### config.mk
export PLATFORM = sky130hd
export DESIGN_NAME = ism_ram
export DESIGN_NICKNAME = d
export VERILOG_FILES = /design/src/rtl/core/ising_metropolis_site_update_unit_assert.svh /design/src/rtl/core/ism_ram.sv
export SDC_FILE = /design/constraint.sdc
export NUM_CORES = 2
export LEC_CHECK = 0
export ABC_CLOCK_PERIOD_IN_PS = 7100
export BUFFER_PORTS_ARGS = -buffer_cell sky130_fd_sc_hd__buf_2
export CORE_MARGIN = 2
export CORE_UTILIZATION = 35
export CTS_CLUSTER_SIZE = 20
export DETAILED_ROUTE_END_ITERATION = 10
export SETUP_SLACK_MARGIN = 0.5
export SYNTH_ARGS = -nofsm -noshare
export SYNTH_HDL_FRONTEND = slang
export SYNTH_SLANG_ARGS = --single-unit
export TNS_END_PERCENT = 30
### constraint.sdc
create_clock -name clk -period 7.1 [get_ports clk]
set_input_delay 0.71 -clock clk [delete_from_list [all_inputs] [get_ports clk]]
set_output_delay 0.71 -clock clk [all_outputs]
set_load 0.005 [all_outputs]
### src/rtl/core/ising_metropolis_site_update_unit_assert.svh
// Assertion macros for the site update unit. Each one expects clk and rst_n in scope.
`ifndef ISING_METROPOLIS_SITE_UPDATE_UNIT_ASSERT_SVH
`define ISING_METROPOLIS_SITE_UPDATE_UNIT_ASSERT_SVH

// The consequent must hold in the same cycle as the antecedent.
`define ISM_ASSERT_IMP(label, ante, cons, msg) \
    label: assert property (@(posedge clk) disable iff (!rst_n) (ante) |-> (cons)) \
        else $error(msg);

// The consequent must hold in the cycle after the antecedent.
`define ISM_ASSERT_NXT(label, ante, cons, msg) \
    label: assert property (@(posedge clk) disable iff (!rst_n) (ante) |=> (cons)) \
        else $error(msg);

`endif

### src/rtl/core/ism_ram.sv
`default_nettype none
module ism_ram #(
    parameter int WIDTH = 8,
    parameter int DEPTH = 256
) (
    input  wire logic                     clk,
    input  wire logic                     wr_en,
    input  wire logic [$clog2(DEPTH)-1:0] wr_addr,
    input  wire logic [WIDTH-1:0]         wr_data,
    input  wire logic                     rd_en,
    input  wire logic [$clog2(DEPTH)-1:0] rd_addr,
    output logic      [WIDTH-1:0]         rd_data
);

    logic [WIDTH-1:0] mem [DEPTH];

    always_ff @(posedge clk)
    begin
        if (wr_en)
        begin
            mem[wr_addr] <= wr_data;
        end
        if (rd_en)
        begin
            rd_data <= mem[rd_addr];
        end
    end

endmodule
`default_nettype wire

==> results.toml <==
[finish]
final_util_pct = 39.5
fillers = 20142
area.growth.synth_to_final_pct = 12.6
drive_gt1_share_pct = 22.0
layout_common_cells = "2056 x edfxtp_1, 454 x mux4_2, 279 x nor2_1"
final_common_cell = "edfxtp_1"
finalNetCount = 3848
multiInputGateArea_um2 = 16500
regArea_um2 = 61700

[sta]
finalHoldWorstSlack_ns = 0.341
hold_viol = 0
worst_slack_ns = 3.13
tns_ns = 0
fin_skew_ns = 0.0297
max_freq_mhz = 252
slew_headroom_pct = -9.98
setup_violations = 0
layout_worst_path_cycle_share_pct = 55.9
finalCriticalPeriod_ns = 3.97
worst_pin_slew_ns = 1.63
rsz0062_at_grt = "false"
drv_slew = 2

[global_routing]
grt_max_degree = 195
overflow = 0
grt_pass1_wl_mm = 289
grt_pass1_vias = 38597
track_usage_pct = 17.4
grt_antenna_before_repair = 12

[power_and_ir_drop]
static-leakage-power_nw = 27.1
irDropWorstVdd_v = 0.000237
power_w = 0.0252
power_density_nw_per_um2 = 281

[clock_tree]
cts.path.max_buffers = 3
clk_latency_ns = 0.85
cts_tree = "done"
cts_setup_buffers = 0
ctsHoldBuffers = 0
cts.clk_slew.worst_paths_ns = 0.06
cts_resized = 0
clk_root_buffer_cell = "clkbuf_16"
htreeDepth = 4
numCtsBuffers = 206
clock-sinks = 2056

[critical_path]
crit_fanout = 109
critPathTopFamily = "simple AND/OR/NAND/NOR gates"
crit_required_ns = 7.65
cp_num_buf_inv = 2
critPathMaxStageDelay_ns = 0.98
worstPathCellList = "buf_8 > buf_12 > mux4_2 > a22o_1 > a221oi_1 > o32ai_1 > nor3_1 > nor4_1"
critPathSlowestCell = "nor3_1"
critPathLaunchType = "input pin"
cp.arrival_ns = 4.52
path_class = "input pin to flip-flop"
crit_path_end_kind = "flip-flop"

[placed_design]
hpwl_mm = 118
gp_congestion = 0.798
dp_slack_ns = 2.20
port_buffers = 34

[synth]
synth_top_area_share_pct = 77.5
ys.flop_type = "edfxtp_1"
syn-num-nets = 3760
synth_area_leaders = "edfxtp_1 78%, mux4_2 13%, mux2i_1 1.7%"
yosys_warnings = 0
yosys.area.top_type = "edfxtp_1"
synth_cell_types = 54
ys_seq_area_share_pct = 77.5
synth-edff-count = 2056
synthCells = 3733
synthesis.area_um2 = 79600
synthArstFlopShare_pct = 0
syn_avg_cell_area_um2 = 21.3
ys_seq_elements = 2056

[die]
chipWidth_um = 481
start_util_pct = 35.1
num_rows = 175
ios = 35
die-height_um = 481
die-area_um2 = 231000
core_um2 = 227000

[detailed_routing]
drt_iter0_drc = 5168
vias_per_cell = 5.50
drc_errors = 0
drt_wl_total_mm = 202
drtPass1Iterations = 6
vias = 38516
wire_per_inst_um = 28.9
routed.top_layer = "met5"
drt.antenna.violating_nets = 0
route.met2.wl_mm = 97.7
dr_wl_met3_mm = 16.5
met1_length_mm = 84.2

[run_status]
failed_checks = "capacitance limit, slew limit"
status = "complete, but fails checks"

[hold_path]
hp-class = "input pin to flip-flop"

[flow_run]
drv_cap = 1
-- report_power, final --
part           internal (W)  switching [W]  total (W)
clock network       0.00590        0.00466     0.0106
registers            0.0134      0.0000201     0.0134
logic              0.000392       0.000794    0.00119
-- registers in the layout, summed over array words and instances (netlist names) --
register / cells
rd_data: 8
mem: 2048
-- layer usage --
| layer | vias up | GRT usage [%] |
|---|---|---|
| met1 | 20673 | 24.9 |
| met5 | - | 0 |
| met2 | 1694 | 27.5 |
| li1 | 15879 | - |
| met3 | 268 | 3.09 |
| met4 | 2 | 4.22 |
-- layout make-up --
type                    instances  area share, %
flip-flops and latches       2056           68.9
multi-input cells            1442           18.5
clock buffers                 245           6.01
well taps                    3009           4.20
clock inverters               126           1.27
repair buffers                113           1.19
diodes                          4         0.0112
inverters                       2        0.00837
-- per-stage QoR --
| stage | cells | instance area (um^2) |
|---|---|---|
| global route | 6994 | 89700 |
| detailed placement | 6622 | 83100 |
| global placement | 6619 | 83100 |
| floorplan | 3733 | 79600 |
| CTS | 6993 | 89700 |
| finish | 6997 | 89700 |
-- worst paths after layout --
| kind | from | endpoint | slack [ns] | cells past startpoint |
|---|---|---|---|---|
| worst min register to register | mem[27][0] | rd_data[0] | 1.12 | 5 |
| worst max register to register | mem[80][5] | rd_data[5] | 3.78 | 6 |
| worst min-delay path | wr_data[4] | mem[121][4] | 0.34 | 1 |
| worst max-delay path | rd_addr[1] | rd_data[5] | 3.13 | 8 |
-- kinds of logic (layout without fill, tap and decap cells) --
logic type,after synthesis,in the layout,synth area share (%)
compound gates,385,385,3.42
buf+inv,235,486,1.83
flops,2056,2056,77.5
mux,591,591,14.6
other cells,0,4,0
simple gates,466,466,2.63
-- Yosys cell counts (22+ instances only) --
cell / n
edfxtp_1: 2056
mux4_2: 454
nor2_1: 282
mux2i_1: 134
a22oi_1: 133
clkbuf_1: 111
a21oi_1: 96
o221ai_1: 46
nand3_1: 34
nand2_1: 33
buf_2: 31
nor2b_1: 31
o22ai_1: 28
buf_4: 27
nor4_1: 24
buf_1: 22
nor3_1: 22
Note: power is estimated with default switching activity, not from simulation.
