[src/rtl/core/ising_metropolis_site_update_unit_assert.svh]
// Assertion macros for the site update unit. Each one expects clk and rst_n in scope.
`ifndef ISING_METROPOLIS_SITE_UPDATE_UNIT_ASSERT_SVH
`define ISING_METROPOLIS_SITE_UPDATE_UNIT_ASSERT_SVH

// The consequent must hold in the same cycle as the antecedent.
`define ISM_ASSERT_IMP(label, ante, cons, msg) \
    label: assert property (@(posedge clk) disable iff (!rst_n) (ante) |-> (cons)) \
        else $error(msg);

// The consequent must hold in the cycle after the antecedent.
`define ISM_ASSERT_NXT(label, ante, cons, msg) \
    label: assert property (@(posedge clk) disable iff (!rst_n) (ante) |=> (cons)) \
        else $error(msg);

`endif

[src/rtl/core/ism_pkg.sv]
`default_nettype none
package ism_pkg;

    localparam int LATTICE_SIDE_DEFAULT = 16;
    localparam int SITE_W      = 12;
    localparam int STORE_DEPTH = 4096;
    localparam int CPL_W       = 16;
    localparam int MOMENT_W    = 16;
    localparam int COORD_W     = 6;
    localparam int NBR_W       = 18;
    localparam int NBR_CNT     = 6;
    localparam int NBR_SEL_W   = 3;
    localparam int BOND_W      = 19;
    localparam int ENERGY_W    = 24;
    localparam int THR_W       = 23;
    localparam int FIELD_W     = 16;
    localparam int POL_W       = 29;
    localparam int DELTA_W     = 18;
    localparam int POL_LIMIT   = 268435455;

    typedef enum logic
    {
        CMD_LOAD   = 1'b0,
        CMD_UPDATE = 1'b1
    } cmd_t;

    typedef enum logic [NBR_SEL_W-1:0]
    {
        NBR_UP      = 3'd0,
        NBR_DOWN    = 3'd1,
        NBR_RIGHT   = 3'd2,
        NBR_LEFT    = 3'd3,
        NBR_FORWARD = 3'd4,
        NBR_BACK    = 3'd5
    } nbr_t;

    typedef enum logic [3:0]
    {
        ST_CLEAR,
        ST_IDLE,
        ST_DIV,
        ST_COORD,
        ST_NBR,
        ST_MUL,
        ST_ENERGY,
        ST_LOAD_OLD,
        ST_LOAD_NEW,
        ST_DONE
    } state_t;

    typedef struct packed
    {
        logic [SITE_W-1:0]  site;
        logic [COORD_W-1:0] x;
        logic [COORD_W-1:0] y;
        logic [COORD_W-1:0] z;
    } coord_t;

    typedef struct packed
    {
        logic loaded;
        logic spin;
    } spin_entry_t;

    typedef struct packed
    {
        logic [NBR_CNT-1:0][CPL_W-1:0] cpl;
        logic [MOMENT_W-1:0]           moment;
    } param_t;

    // Adds a signed delta to the polarization total and clamps to the symmetric limit.
    function automatic logic signed [POL_W-1:0] pol_sat(
        input logic signed [POL_W-1:0]   acc,
        input logic signed [DELTA_W-1:0] delta
    );
        logic signed [POL_W:0] sum;
        logic signed [POL_W:0] lim;
        sum = (POL_W+1)'(acc) + (POL_W+1)'(delta);
        lim = (POL_W+1)'(POL_LIMIT);
        if (sum > lim)
        begin
            sum = lim;
        end
        else if (sum < -lim)
        begin
            sum = -lim;
        end
        return sum[POL_W-1:0];
    endfunction

endpackage
`default_nettype wire

[src/rtl/core/ism_nbr.sv]
`default_nettype none
module ism_nbr #(
    parameter int LATTICE_SIDE = ism_pkg::LATTICE_SIDE_DEFAULT
) (
    input  wire ism_pkg::coord_t         coord,
    input  wire ism_pkg::nbr_t           sel,
    output logic [ism_pkg::NBR_W-1:0]    addr
);
    import ism_pkg::*;

    localparam int L2 = LATTICE_SIDE * LATTICE_SIDE;
    localparam logic [NBR_W-1:0]   STEP_Z = NBR_W'(L2);
    localparam logic [NBR_W-1:0]   WRAP_Z = NBR_W'((LATTICE_SIDE - 1) * L2);
    localparam logic [NBR_W-1:0]   STEP_Y = NBR_W'(LATTICE_SIDE);
    localparam logic [NBR_W-1:0]   WRAP_Y = NBR_W'((LATTICE_SIDE - 1) * LATTICE_SIDE);
    localparam logic [NBR_W-1:0]   STEP_X = NBR_W'(1);
    localparam logic [NBR_W-1:0]   WRAP_X = NBR_W'(LATTICE_SIDE - 1);
    localparam logic [COORD_W-1:0] EDGE   = COORD_W'(LATTICE_SIDE - 1);

    logic [NBR_W-1:0] base;

    // Each neighbour steps one way along an axis and wraps at the lattice faces.
    always_comb
    begin
        base = NBR_W'(coord.site);
        unique case (sel)
            NBR_UP:      addr = (coord.z == EDGE) ? base - WRAP_Z : base + STEP_Z;
            NBR_DOWN:    addr = (coord.z == '0)   ? base + WRAP_Z : base - STEP_Z;
            NBR_RIGHT:   addr = (coord.y == EDGE) ? base - WRAP_Y : base + STEP_Y;
            NBR_LEFT:    addr = (coord.y == '0)   ? base + WRAP_Y : base - STEP_Y;
            NBR_FORWARD: addr = (coord.x == EDGE) ? base - WRAP_X : base + STEP_X;
            NBR_BACK:    addr = (coord.x == '0)   ? base + WRAP_X : base - STEP_X;
            default:     addr = base;
        endcase
    end

endmodule
`default_nettype wire
[config.mk]
export PLATFORM = sky130hd
export DESIGN_NAME = ism_nbr
export DESIGN_NICKNAME = d
export VERILOG_FILES = /design/src/rtl/core/ising_metropolis_site_update_unit_assert.svh /design/src/rtl/core/ism_pkg.sv /design/src/rtl/core/ism_nbr.sv
export SDC_FILE = /design/constraint.sdc
export NUM_CORES = 1
export LEC_CHECK = 0
export BUFFER_PORTS_ARGS = -buffer_cell sky130_fd_sc_hd__clkbuf_2
export CORE_ASPECT_RATIO = 1.4
export CORE_MARGIN = 10
export CORE_UTILIZATION = 45
export DETAILED_ROUTE_END_ITERATION = 12
export GPL_TIMING_DRIVEN = 0
export PLACE_DENSITY_LB_ADDON = 0.2
export SKIP_LAST_GASP = 1
export SYNTH_ARGS = -nofsm -noshare
export SYNTH_HDL_FRONTEND = slang
export SYNTH_SLANG_ARGS = --single-unit
[constraint.sdc]
create_clock -name vclk -period 1.9
set_input_delay 0 -clock vclk [all_inputs]
set_output_delay 0 -clock vclk [all_outputs]
set_load 0.02 [all_outputs]
==> out/metrics.yaml, run 1 <==
placed_design:
  io_buffer_count: 49
  dp_hpwl_um: 5840
  gp_congestion: 0.943
  dp_cells: 379
yosys:
  ys_warn_count: 0
  yosysUniqueCellTypes: 65
  ys_top_cells_by_area: "ha_1 6.6%, mux2i_1 5.8%, nand2_1 5.8%"
  synth.avg_cell_area_um2: 6.59
  ys_seq_area_share_pct: 0
  synth_top_area_share_pct: 6.62
  syn_area_mm2: 0.00189
  synth_top_cell_by_area: "ha_1"
  synthesis.nets: 330
  synthCells: 287
finish:
  regArea_um2: 0
  num_antenna_cells: 0
  drive_gt1_share_pct: 42.1
  post-route-util_pct: 68.6
  area_delta_synth_final_pct: 44.6
  nClkBuffers: 0
  final_nets: 394
  stdcell_count: 392
  seq_cells: 0
floorplanning:
  core_mm2: 0.00399
  die_w_um: 74.8
  ios: 51
  rows: 27
  die_area_mm2: 0.00723
  start_util_pct: 47.4
  die_h_um: 96.7
power_and_ir_drop:
  p_leak_nw: 1.06
  p_seq_share_pct: 0
  power_mw: 0.560
  p_switching_mw: 0.327
  combPwrFrac_pct: 100.0
  intPower_mw: 0.234
  p_sw_share_pct: 58.3
  p_per_area_mw_per_mm2: 205
  vdd.ir_drop.worst_uv: 143
  clock_power_share_pct: 0
worst_setup_path:
  cp.arrival_ps: 2070
  startpoint_type: "input port"
  critPathKind: "input port to primary output"
  endpoint_kind: "primary output"
  crit_fanout: 4
  crit_required_ps: 1900
grt:
  grt_pass1_vias: 2724
  grt.total_usage_pct: 20.9
  grt_antenna_before_repair: 0
  grt_max_degree: 11
  grt_pass1_wl_um: 12700
  gr-total-overflow: 0
timing:
  setup_tns_ps: -404
  hold_viol: 0
  clock.fmax_mhz: 484
  rsz0062_at_grt: "yes"
  slew_headroom_pct: 59.3
  tightest_slew_ps: 608
  maxSlewViolCount: 0
  setup_violations: 4
  finalCriticalPeriod_ps: 2070
  finalWorstSetupSlack_ps: -166
  fin_crit_sh_pct: 109
clock_network:
  cts_hold_buf: 0
routing:
  post_drt_wl_per_cell_um: 20.0
  wirelength_um: 7860
  drtPass1Iterations: 5
  drt_iter0_markers: 210
  vias: 2646
  viasPerCell: 6.75
  postRouteAntennaNets: 0
  drcViolationCount: 0
min_path:
  hold_end: "addr[3]"
  min_from: "coord[21]"
  hold_path_class: "input port to primary output"
  holdPathStages: 3
outcome:
  violations: "negative setup slack"
  status: "complete, but fails checks"
flow_run:
  maxCapViolCount: 0
## cells in the mapped netlist, types with 4 or more instances
library cell   n
clkbuf_1      13
nor4_1         9
o21ai_0       10
buf_2          4
and4_1         4
nor3_1        12
a31oi_1        6
a21oi_1        7
mux2i_1       11
and3_1         4
nand3_1       11
xnor2_1       12
nor2_1        28
ha_1          10
nand4_1       10
a32oi_1        5
nand2_1       29
a211oi_1       4
o211ai_1       4
nor3b_1        4
buf_4          4
inv_1         12
o22ai_1        7
## stage by stage
stage	setup slack (ps)	hold slack, ps	instance area (µm²)
floorplan	2.52	142	1910
global placement	-483	380	2210
detailed placement	-529	382	2210
CTS	-154	387	2480
global route	-206	451	2730
finish	-166	408	2730
## worst max-delay path by stage
stage          startpoint       end  slack [ps]  cells past startpoint
2_1_floorplan   coord[22]  addr[10]           3                      9
3_3_place_gp    coord[22]  addr[10]        -480                     11
3_5_place_dp    coord[22]  addr[10]        -530                     11
4_1_cts         coord[18]   addr[9]        -150                      9
5_1_grt         coord[23]   addr[9]        -210                      9
6_report        coord[23]   addr[9]        -170                      9
## worst max-delay path: stages
cell,delay (ps)
buf_6,90
buf_6,120
or4_4,520
a2111oi_4,380
mux2_4,360
nor3_2,120
nor4b_4,230
a221oi_2,70
buf_4,180
## cell families after synthesis
| group | after synthesis | synth area share, % |
|---|---|---|
| AND/OR/NAND/NOR | 134 | 38.2 |
| AO/OA/AOI/OAI | 77 | 31.6 |
| buffers and inverters | 38 | 9.40 |
| XOR/XNOR | 15 | 6.95 |
| multiplexers | 13 | 7.21 |
| adder cells (fa/ha/maj) | 10 | 6.62 |
## metal layers
metal	vias up	wire length, µm	GRT usage [%]
met5	-	0	0
li1	1226	-	-
met1	1201	2790	22.1
met2	168	3960	37.7
met3	51	576	1.63
met4	0	533	12.4
## layout by cell type (no fill, tap or decap), drive strengths merged, types with 6 or more instances in the layout
cell    count
a21oi       8
a31oi       6
buf        41
clkbuf     47
ha         10
inv        11
mux2i      11
nand2      29
nand3      11
nand4      10
nor2       29
nor3       13
nor4       10
o21ai      11
o22ai       7
xnor2      12
## final cells by class
| cell class | instances | area [µm²] |
|---|---|---|
| Tap cell | 43 | 53.8 |
| Inverter | 12 | 53.8 |
| Fill cell | 350 | 1250 |
| Buffer | 21 | 141 |
| Multi-Input combinational cell | 249 | 2010 |
| Timing Repair Buffer | 67 | 477 |
## repair_timing
action,CTS,global route
setup buffers,13,6
hold endpoints to repair,0,0
pin swaps,15,18
resized for setup,50,68
setup endpoints to repair,13,14
## power groups by stage
| stage | registers, mW | logic (mW) | clock network (mW) |
|---|---|---|---|
| floorplan | 0 | 0.302 | 0 |
| global placement | 0 | 0.446 | 0 |
| detailed placement | 0 | 0.451 | 0 |
| CTS | 0 | 0.509 | 0 |
| global route | 0 | 0.602 | 0 |
| finish | 0 | 0.560 | 0 |
Note: power is estimated with default switching activity, not from simulation.
==> run 2: changes to the inputs <==
--- a/config.mk
+++ b/config.mk
@@ -12,6 +12,7 @@
 export DETAILED_ROUTE_END_ITERATION = 12
 export GPL_TIMING_DRIVEN = 0
 export PLACE_DENSITY_LB_ADDON = 0.2
+export RECOVER_POWER = 50
 export SKIP_LAST_GASP = 1
 export SYNTH_ARGS = -nofsm -noshare
 export SYNTH_HDL_FRONTEND = slang
==> out/metrics.yaml, run 2 (same netlist as run 1, synthesis figures left out) <==
placed_design:
  dp_cells: 379
  dp_hpwl_um: 5840
  preCtsSetupSlack_ps: -529
  dpl_cell_area_mm2: 0.00221
  gp_congestion: 0.943
  io_buffer_count: 49
routing:
  highest_layer: "met4"
  post_drt_wl_per_cell_um: 20.1
  dr_wl_met3_um: 561
  drt_iter0_markers: 239
  drcViolationCount: 0
  viasPerCell: 6.78
  wl_met2_um: 3970
  wirelength_um: 7870
  postRouteAntennaNets: 0
  drt-met1-wl_um: 2810
  drtPass1Iterations: 5
  vias: 2659
floorplanning:
  start_util_pct: 47.4
  die_h_um: 96.7
  rows: 27
  core_mm2: 0.00399
  die_area_mm2: 0.00723
  die_w_um: 74.8
  ios: 51
finish:
  regArea_um2: 0
  layout_common_cells: "41 x clkbuf_2, 28 x nand2_1, 26 x buf_4"
  fillCellCount: 353
  seq_cells: 0
  layout_commonest_cell: "clkbuf_2"
  stdcell_count: 392
  final_area_mm2: 0.00273
  num_antenna_cells: 0
  final_nets: 394
  post-route-util_pct: 68.4
  area_delta_synth_final_pct: 44.3
  multi_input_area_mm2: 0.00200
  drive_gt1_share_pct: 41.3
  nClkBuffers: 0
power_and_ir_drop:
  vdd.ir_drop.worst_uv: 142
  p_switching_mw: 0.327
  p_sw_share_pct: 58.4
  p_seq_share_pct: 0
  intPower_mw: 0.233
  p_per_area_mw_per_mm2: 205
  p_leak_nw: 1.06
  combPwrFrac_pct: 100.0
  clock_power_share_pct: 0
outcome:
  violations: "negative setup slack"
  status: "complete, but fails checks"
worst_setup_path:
  crit_fanout: 4
  startpoint_type: "input port"
  crit_required_ps: 1900
  critPathKind: "input port to primary output"
  endpoint_kind: "primary output"
  cp.arrival_ps: 2060
timing:
  hold_viol: 0
  clock.fmax_mhz: 485
  tightest_slew_ps: 644
  slew_headroom_pct: 57.1
  rsz0062_at_grt: "yes"
  finalCriticalPeriod_ps: 2060
  fin_crit_sh_pct: 109
  maxSlewViolCount: 0
  setup_violations: 5
  finalWorstSetupSlack_ps: -163
clock_network:
  cts_hold_buf: 0
min_path:
  hold_path_class: "input port to primary output"
  holdPathStages: 3
flow_run:
  maxCapViolCount: 0
grt:
  gr-total-overflow: 0
  grt_pass1_vias: 2724
  grt_antenna_before_repair: 0
  grt_pass1_wl_um: 12700
  grt_max_degree: 11
  grt.total_usage_pct: 20.9
## run 2: changes by cell type in the layout (fill, tap and decap cells not counted), sizes merged
cell,delta
clkbuf,+1
buf,-1
## run 2: power groups by stage
| stage | combinational, mW | clock, mW | sequential [mW] |
|---|---|---|---|
| 2_1_floorplan | 0.302 | 0 | 0 |
| 3_3_place_gp | 0.446 | 0 | 0 |
| 3_5_place_dp | 0.451 | 0 | 0 |
| 4_1_cts | 0.509 | 0 | 0 |
| 5_1_grt | 0.600 | 0 | 0 |
| 6_report | 0.559 | 0 | 0 |
## run 2: final timing paths
path       from       to  slack [ps]
max   coord[23]  addr[9]        -160
min   coord[21]  addr[3]         420
## run 2: area by class of cell
| class | count | share of cell area (%) |
|---|---|---|
| tap | 43 | 1.97 |
| multi-input combinational | 249 | 73.5 |
| inverter | 12 | 1.97 |
| buffer | 21 | 5.14 |
| timing repair buffer | 67 | 17.4 |
## run 2: repair_timing
item	4_1_cts	5_1_grt
setup endpoints to repair	13	14
pin swaps	15	18
gates resized for setup	50	68
buffers inserted	13	6
endpoints found under the hold margin	0	0
## run 2: critical path, stage by stage
cell	delay (ps)
buf_6	90
buf_6	120
or4_4	520
a2111oi_4	380
mux2_4	360
nor3_2	120
nor4b_4	230
a221oi_2	70
buf_4	180
## run 2: through the flow
step	total power [mW]	hold slack (ps)	setup TNS [ps]
6_report	0.559	422	-397
5_1_grt	0.600	451	-931
4_1_cts	0.509	387	-1220
3_5_place_dp	0.451	382	-4030
3_3_place_gp	0.446	380	-3840
2_1_floorplan	0.302	142	0
## run 2: per-layer routing
metal | vias to the layer above | GRT usage, %
met1 | 1228 | 22.1
met4 | 0 | 12.4
li1 | 1227 | -
met3 | 48 | 1.63
met2 | 156 | 37.7
met5 | - | 0
